File: src/plr_pkg.sv
// Shared types, constants and codes for the pinned LRU slot cache.
package plr_pkg;

  localparam int SLOTS   = 16;
  localparam int ID_BITS = 16;

  localparam int IDX_W = (SLOTS > 1) ? $clog2(SLOTS) : 1;
  localparam int CNT_W = $clog2(SLOTS + 1);

  localparam int SLOT_LIMIT_W   = 5;
  localparam int EXPERT_LIMIT_W = 17;
  localparam int CFG_DATA_W     = 17;
  localparam int CFG_IDX_W      = 1;
  localparam int STAMP_W        = 32;
  localparam int COUNT_W        = 32;
  localparam int OWNER_W        = 4;
  localparam int SEL_W          = 4;

  localparam logic [SLOT_LIMIT_W-1:0]   SLOT_LIMIT_RESET   = 5'd16;
  localparam logic [EXPERT_LIMIT_W-1:0] EXPERT_LIMIT_RESET = 17'd256;
  localparam logic [OWNER_W-1:0]        OWNER_UNASSIGNED   = 4'd0;
  localparam logic [OWNER_W-1:0]        OWNER_SHARED       = 4'd1;

  typedef enum logic [CFG_IDX_W-1:0] {
    CFG_SLOT_LIMIT   = 1'b0,
    CFG_EXPERT_LIMIT = 1'b1
  } cfg_reg_e;

  typedef enum logic [1:0] {
    MODE_REQUEST = 2'd0,
    MODE_RELEASE = 2'd1,
    MODE_PIN     = 2'd2
  } mode_e;

  typedef enum logic [2:0] {
    ST_HIT      = 3'd0,
    ST_MISS     = 3'd1,
    ST_NO_SLOT  = 3'd2,
    ST_RELEASED = 3'd3,
    ST_IGNORED  = 3'd4,
    ST_PINNED   = 3'd5,
    ST_SKIPPED  = 3'd6
  } status_e;

  typedef enum logic [2:0] {
    CMD_NONE  = 3'd0,
    CMD_HIT   = 3'd1,
    CMD_FILL  = 3'd2,
    CMD_CLEAR = 3'd3,
    CMD_PIN   = 3'd4
  } cmd_op_e;

  typedef struct packed {
    logic [1:0]  mode;
    logic [15:0] expert;
    logic [3:0]  slot_select;
    logic        has_owner;
    logic [3:0]  owner_tag;
  } in_t;

  typedef struct packed {
    logic [2:0]  status;
    logic [3:0]  slot_index;
    logic        evicted;
    logic [31:0] slot_hits;
    logic [4:0]  occupied;
    logic [31:0] request_total;
    logic [31:0] hit_total;
    logic [31:0] miss_total;
    logic [31:0] eviction_total;
    logic [31:0] load_total;
  } out_t;

  typedef struct packed {
    logic [CNT_W-1:0]   pos;
    logic [ID_BITS-1:0] id;
    logic [SEL_W-1:0]   sel;
    logic               found;
    logic [IDX_W-1:0]   hit_slot;
    logic [COUNT_W-1:0] hit_cnt;
    logic               have;
    logic               empty;
    logic [IDX_W-1:0]   best_slot;
    logic [STAMP_W-1:0] best_stamp;
    logic               dup;
    logic               sel_locked;
    logic [CNT_W-1:0]   occ;
  } scan_pkt_t;

  typedef struct packed {
    cmd_op_e            op;
    logic [ID_BITS-1:0] tag;
    logic               owner_load;
    logic [OWNER_W-1:0] owner;
    logic               evict;
    logic [STAMP_W-1:0] stamp;
  } wr_cmd_t;

endpackage

File: src/plr_cell.sv
// One cache slot: holds its entry and updates the scan packet passing through.
module plr_cell (
  input  logic                          clk,
  input  logic                          rst_n,
  input  logic [plr_pkg::CNT_W-1:0]     lim_i,
  input  plr_pkg::scan_pkt_t            pkt_i,
  output plr_pkg::scan_pkt_t            pkt_o,
  input  plr_pkg::wr_cmd_t              cmd_i,
  input  logic                          sel_i
);

  logic [plr_pkg::ID_BITS-1:0] tag_r, tag_nxt;
  logic                        valid_r, valid_nxt;
  logic                        locked_r, locked_nxt;
  logic [plr_pkg::COUNT_W-1:0] hits_r, hits_nxt;
  logic [plr_pkg::STAMP_W-1:0] stamp_r, stamp_nxt;
  logic [plr_pkg::OWNER_W-1:0] owner_r, owner_nxt;
  plr_pkg::scan_pkt_t          pkt_r, pkt_nxt;
  logic                        active;
  logic                        match;

  always_comb begin
    active  = pkt_i.pos < lim_i;
    match   = valid_r && (tag_r == pkt_i.id);
    pkt_nxt = pkt_i;
    pkt_nxt.pos = pkt_i.pos + 1'b1;
    if (active && match && !pkt_i.found) begin
      pkt_nxt.found    = 1'b1;
      pkt_nxt.hit_slot = plr_pkg::IDX_W'(pkt_i.pos);
      pkt_nxt.hit_cnt  = hits_r;
    end
    if (active && !locked_r && !pkt_i.empty) begin
      if (!valid_r) begin
        pkt_nxt.best_slot = plr_pkg::IDX_W'(pkt_i.pos);
        pkt_nxt.have      = 1'b1;
        pkt_nxt.empty     = 1'b1;
      end else if (!pkt_i.have || (stamp_r < pkt_i.best_stamp)) begin
        pkt_nxt.best_slot  = plr_pkg::IDX_W'(pkt_i.pos);
        pkt_nxt.best_stamp = stamp_r;
        pkt_nxt.have       = 1'b1;
      end
    end
    if (active && locked_r && match) begin
      pkt_nxt.dup = 1'b1;
    end
    if (32'(pkt_i.pos) == 32'(pkt_i.sel)) begin
      pkt_nxt.sel_locked = locked_r;
    end
    if (active && valid_r) begin
      pkt_nxt.occ = pkt_i.occ + 1'b1;
    end
  end

  always_comb begin
    tag_nxt    = tag_r;
    valid_nxt  = valid_r;
    locked_nxt = locked_r;
    hits_nxt   = hits_r;
    stamp_nxt  = stamp_r;
    owner_nxt  = owner_r;
    if (sel_i) begin
      case (cmd_i.op)
        plr_pkg::CMD_HIT: begin
          hits_nxt  = hits_r + 1'b1;
          stamp_nxt = cmd_i.stamp;
        end
        plr_pkg::CMD_FILL: begin
          tag_nxt   = cmd_i.tag;
          valid_nxt = 1'b1;
          hits_nxt  = plr_pkg::COUNT_W'(1);
          stamp_nxt = cmd_i.stamp;
          if (cmd_i.owner_load) begin
            owner_nxt = cmd_i.owner;
          end else if (cmd_i.evict) begin
            owner_nxt = plr_pkg::OWNER_UNASSIGNED;
          end
        end
        plr_pkg::CMD_CLEAR: begin
          tag_nxt   = '0;
          valid_nxt = 1'b0;
          hits_nxt  = '0;
          stamp_nxt = '0;
          owner_nxt = plr_pkg::OWNER_UNASSIGNED;
        end
        plr_pkg::CMD_PIN: begin
          tag_nxt    = cmd_i.tag;
          valid_nxt  = 1'b1;
          locked_nxt = 1'b1;
          hits_nxt   = plr_pkg::COUNT_W'(1);
          stamp_nxt  = cmd_i.stamp;
          owner_nxt  = plr_pkg::OWNER_SHARED;
        end
        default: begin
        end
      endcase
    end
  end

  always_ff @(posedge clk) begin
    if (!rst_n) begin
      tag_r    <= '0;
      valid_r  <= 1'b0;
      locked_r <= 1'b0;
      hits_r   <= '0;
      stamp_r  <= '0;
      owner_r  <= plr_pkg::OWNER_UNASSIGNED;
    end else begin
      tag_r    <= tag_nxt;
      valid_r  <= valid_nxt;
      locked_r <= locked_nxt;
      hits_r   <= hits_nxt;
      stamp_r  <= stamp_nxt;
      owner_r  <= owner_nxt;
    end
  end

  always_ff @(posedge clk) begin
    pkt_r <= pkt_nxt;
  end

  assign pkt_o = pkt_r;

endmodule

File: config.mk
export PLATFORM = sky130hd
export DESIGN_NAME = plr_cell
export DESIGN_NICKNAME = d
export VERILOG_FILES = /design/src/plr_pkg.sv /design/src/plr_cell.sv
export SDC_FILE = /design/constraint.sdc
export NUM_CORES = 1
export LEC_CHECK = 0
export ABC_AREA = 1
export BUFFER_PORTS_ARGS = -buffer_cell sky130_fd_sc_hd__buf_2
export CAP_MARGIN = 20
export CORE_UTILIZATION = 45
export CTS_CLUSTER_SIZE = 16
export DETAILED_ROUTE_END_ITERATION = 7
export PLACE_DENSITY = 0.76
export SETUP_SLACK_MARGIN = 0.1
export SLEW_MARGIN = 10
export SYNTH_ARGS = -nofsm -noshare
export SYNTH_HDL_FRONTEND = slang
export SYNTH_SLANG_ARGS = --single-unit
File: constraint.sdc
create_clock -name clk -period 1.8 [get_ports clk]
set_clock_uncertainty 0.05 [all_clocks]
set_input_delay 0.27 -clock clk [delete_from_list [all_inputs] [get_ports clk]]
set_output_delay 0.27 -clock clk [all_outputs]
set_load 0.01 [all_outputs]
==> run_results.csv <==
group,metric,value,unit
outcome,status,"complete, but fails checks",
outcome,violations,"negative setup slack",
power,p_switching,2.62,mW
clocking,numCtsBuffers,17,
power,irDropWorstVdd,725,µV
die,rows,48,
worst_setup_path,crit_type,"flop to flop",
global_route,grt_pass1_vias,8662,
power,p_comb_frac,0.144,
worst_setup_path,crit_family,"simple AND/OR/NAND/NOR gates",
synthesis,syn_area,8080,µm²
sta,fin_crit_sh,1.18,
worst_hold_path,hold_end,"pkt_o[42]$_DFF_P_",
clocking,cts_buffer_depth,2,
sta,maxSlewViolCount,0,
die,core_area,17400,µm²
worst_setup_path,reg2reg_slack,-320,ps
clocking,root_buffer,"clkbuf_16",
drt,wl,31.3,mm
synthesis,synth.net_count,1251,
run,cap_viol_max_count,0,
sta,worst_slew_pin_slew,540,ps
clocking,clk_latency,440,ps
global_route,antenna_found_initial,4,
global_route,overflow,0,
power,pwr_density_cell,771,nW/µm²
synthesis,ys_seq_area_frac,0.469,
final_layout,final_cell_mix,"buf_2, nand2_1, dfxtp_1, inv_1, buf_4",
synthesis,synth_cell_types,38,
placement,dp_hpwl,16.8,mm
die,die_x,136,µm
final_layout,fin_nets,1699,
die,dieArea,18500,µm²
worst_setup_path,cp.arrival,2390,ps
die,dieHeight,136,µm
die,io_pins,279,
drt,drt-pass1-iter-count,6,
power,p_seq_frac,0.441,
placement,dpl-instance-area,10300,µm²
worst_setup_path,critPathMaxStageDelay,390,ps
worst_setup_path,cp.required,2070,ps
drt,antenna_left,0,
global_route,met2_usage,0.505,
global_route,grt_first_pass_wirelength,41.0,mm
sta,fmax,472,MHz
global_route,grtUsageMet1,0.320,
global_route,grt_usage,0.285,
final_layout,final_common_cell,"buf_2",
sta,relSlewSlack,0.640,
synthesis,yosysWarnings,0,
sta,holdWs,9.11,ps
worst_setup_path,r2r_start,"stamp_r[6]$_SDFFE_PN0P_",
synthesis,avgSynthCellArea,7.76,µm²
worst_setup_path,crit_path_end_kind,"flop",
drt,drtIter0Drc,615,
placement,place_congestion,0.900,
final_layout,post-route-util,0.750,
sta,rsz0062_at_grt,"true",
sta,period_minus_slack,2120,ps
power,swShare,0.260,
worst_setup_path,crit_slowest_cell,"dfxtp_1",
final_layout,syn_to_final_growth,61.8,%
worst_setup_path,reg2regPathDepth,14,
sta,setup_slack,-321,ps
clocking,cts_max_level,4,
drt,wire_per_inst,18.1,µm
power,clkPwrFrac,0.415,
placement,port_buffers,272,
synthesis,synthCells,1041,
worst_setup_path,crit_top_cell,"nand2_1",
clocking,cts_tree,"done",
sta,setup_viol_count_final,69,
drt,routed_via_density,5.46,
worst_hold_path,hp-class,"input port to flop",
worst_hold_path,min_path_cells,3,
clocking,clock_sinks,189,
power,power_leakage,6.33,nW
worst_setup_path,crit_fanout,6,
final_layout,postLayoutCellArea,13100,µm²
synthesis,ys_ff_latch,189,
drt,via_count,9463,
worst_setup_path,start_kind,"flop",
die,initial_core_util,0.464,
global_route,met3_usage,0.0645,
worst_hold_path,min-delay-start,"pkt_i[42]",
worst_setup_path,r2r-end,"pkt_o[21]$_DFF_P_",
global_route,grt-busiest-layer,"met2",
power,p_int,7.46,mW
worst_setup_path,path_buf_inv,1,
power,power,10.1,mW
sta,hold_viol,0,
clocking,path_clk_slew,70,ps
final_layout,drive_gt1_frac,0.429,
worst_setup_path,critical_path.cell_chain,"ha_4 -> nand2_1 -> nor2_1 -> nor3_1 -> nand2_1 -> nand2_1 -> nand2_1 -> nand2_1 -> nand2_2 -> nand2_4 -> nand3_4 -> clkbuf_16 -> nand2_2 -> nand2_1",
global_route,grt_max_degree,42,
worst_setup_path,cp.depth,14,
drt,route.detailed.drc,0,
-- worst max path at each step --
stage                            startpoint                 to  slack (ps)
CTS                 stamp_r[5]$_SDFFE_PN0P_  pkt_o[16]$_DFF_P_        -140
detailed placement                pkt_i[36]  pkt_o[41]$_DFF_P_        -360
global route        stamp_r[5]$_SDFFE_PN0P_  pkt_o[22]$_DFF_P_        -420
global placement                  pkt_i[36]  pkt_o[40]$_DFF_P_        -290
floorplan           stamp_r[5]$_SDFFE_PN0P_  pkt_o[10]$_DFF_P_          70
finish              stamp_r[6]$_SDFFE_PN0P_  pkt_o[21]$_DFF_P_        -320
-- power by group through the flow --
| stage | Combinational (mW) | Clock [mW] | Sequential (mW) |
|---|---|---|---|
| floorplan | 0.453 | 0 | 4.61 |
| global placement | 1.11 | 0 | 4.53 |
| detailed placement | 1.13 | 0 | 4.53 |
| CTS | 1.31 | 4.18 | 4.43 |
| global route | 1.57 | 4.38 | 4.45 |
| finish | 1.45 | 4.18 | 4.44 |
-- metrics by stage --
step	worst slack [ps]	instances	TNS [ps]
after CTS	-144	1701	-5360
after global placement	-287	1584	-11580
final	-321	1733	-11360
after global routing	-418	1729	-19590
after detailed placement	-363	1584	-13950
after floorplan	66.0	1041	0
-- registers in the layout (all words and copies together) (netlist names) --
name      count
hits_r       32
locked_r      1
pkt_o       107
stamp_r      32
tag_r        16
valid_r       1
-- logic make-up (layout without fill, tap and decap cells) --
kind of cell	count (synthesis)	in the layout	synth area share
simple gates	449	449	0.255
flops	189	189	0.469
buf+inv	178	639	0.0860
compound gates	170	170	0.113
fa+ha+maj	38	38	0.0589
xor+xnor	16	16	0.0174
mux	1	1	0.00139
other cells	0	6	0
-- worst reg2reg max path: cells and delay by family, from the launching register on --
kind          cells  cell delay (ps)
simple gates     12             1110
flops             1              390
buf+inv           1              250
fa+ha+maj         1              220
-- timing repair --
| item | 4_1_cts | 5_1_grt |
|---|---|---|
| setup buffers | 5 | 21 |
| hold buffers | 74 | 2 |
| gates resized for setup | 76 | 184 |
| endpoints found under the hold margin | 74 | 2 |
| pin swaps | 6 | 41 |
| setup endpoints to repair | 82 | 92 |
| gates cloned | 6 | 4 |
-- cells in the mapped netlist, drive strengths merged --
master,n,area share
a211oi,6,0.0056
a21boi,1,0.00093
a21oi,77,0.048
a221oi,1,0.0011
a311oi,1,0.0011
buf,19,0.012
clkbuf,18,0.0084
clkinv,1,0.00046
dfxtp,189,0.47
ha,38,0.059
inv,140,0.065
mux2,1,0.0014
nand2,295,0.14
nand3,28,0.019
nand3b,2,0.0019
nand4,52,0.040
nor2,40,0.025
nor3,26,0.019
nor3b,1,0.0015
nor4,3,0.0023
o2111ai,3,0.0033
o21a,4,0.0037
o21ai,64,0.040
o21bai,1,0.00093
o22ai,12,0.0093
or2,2,0.0015
xnor2,4,0.0043
xor2,12,0.013
-- layout make-up --
type	instances	area [µm²]
antenna	6	15.0
clock buffer	18	439
clock inverter	14	206
fill	1131	4350
inverter	141	541
multi-input combinational	674	4460
sequential	189	3820
tap	225	282
timing repair buffer	466	3300
-- per-layer routing --
layer | wire length (µm) | up-vias | share of wire
met4 | 1820 | 0 | 0.058
met5 | 0 | - | 0
met3 | 2700 | 172 | 0.086
met1 | 11500 | 4404 | 0.37
li1 | - | 4308 | -
met2 | 15300 | 579 | 0.49
Power figures use the tool's default switching activity.
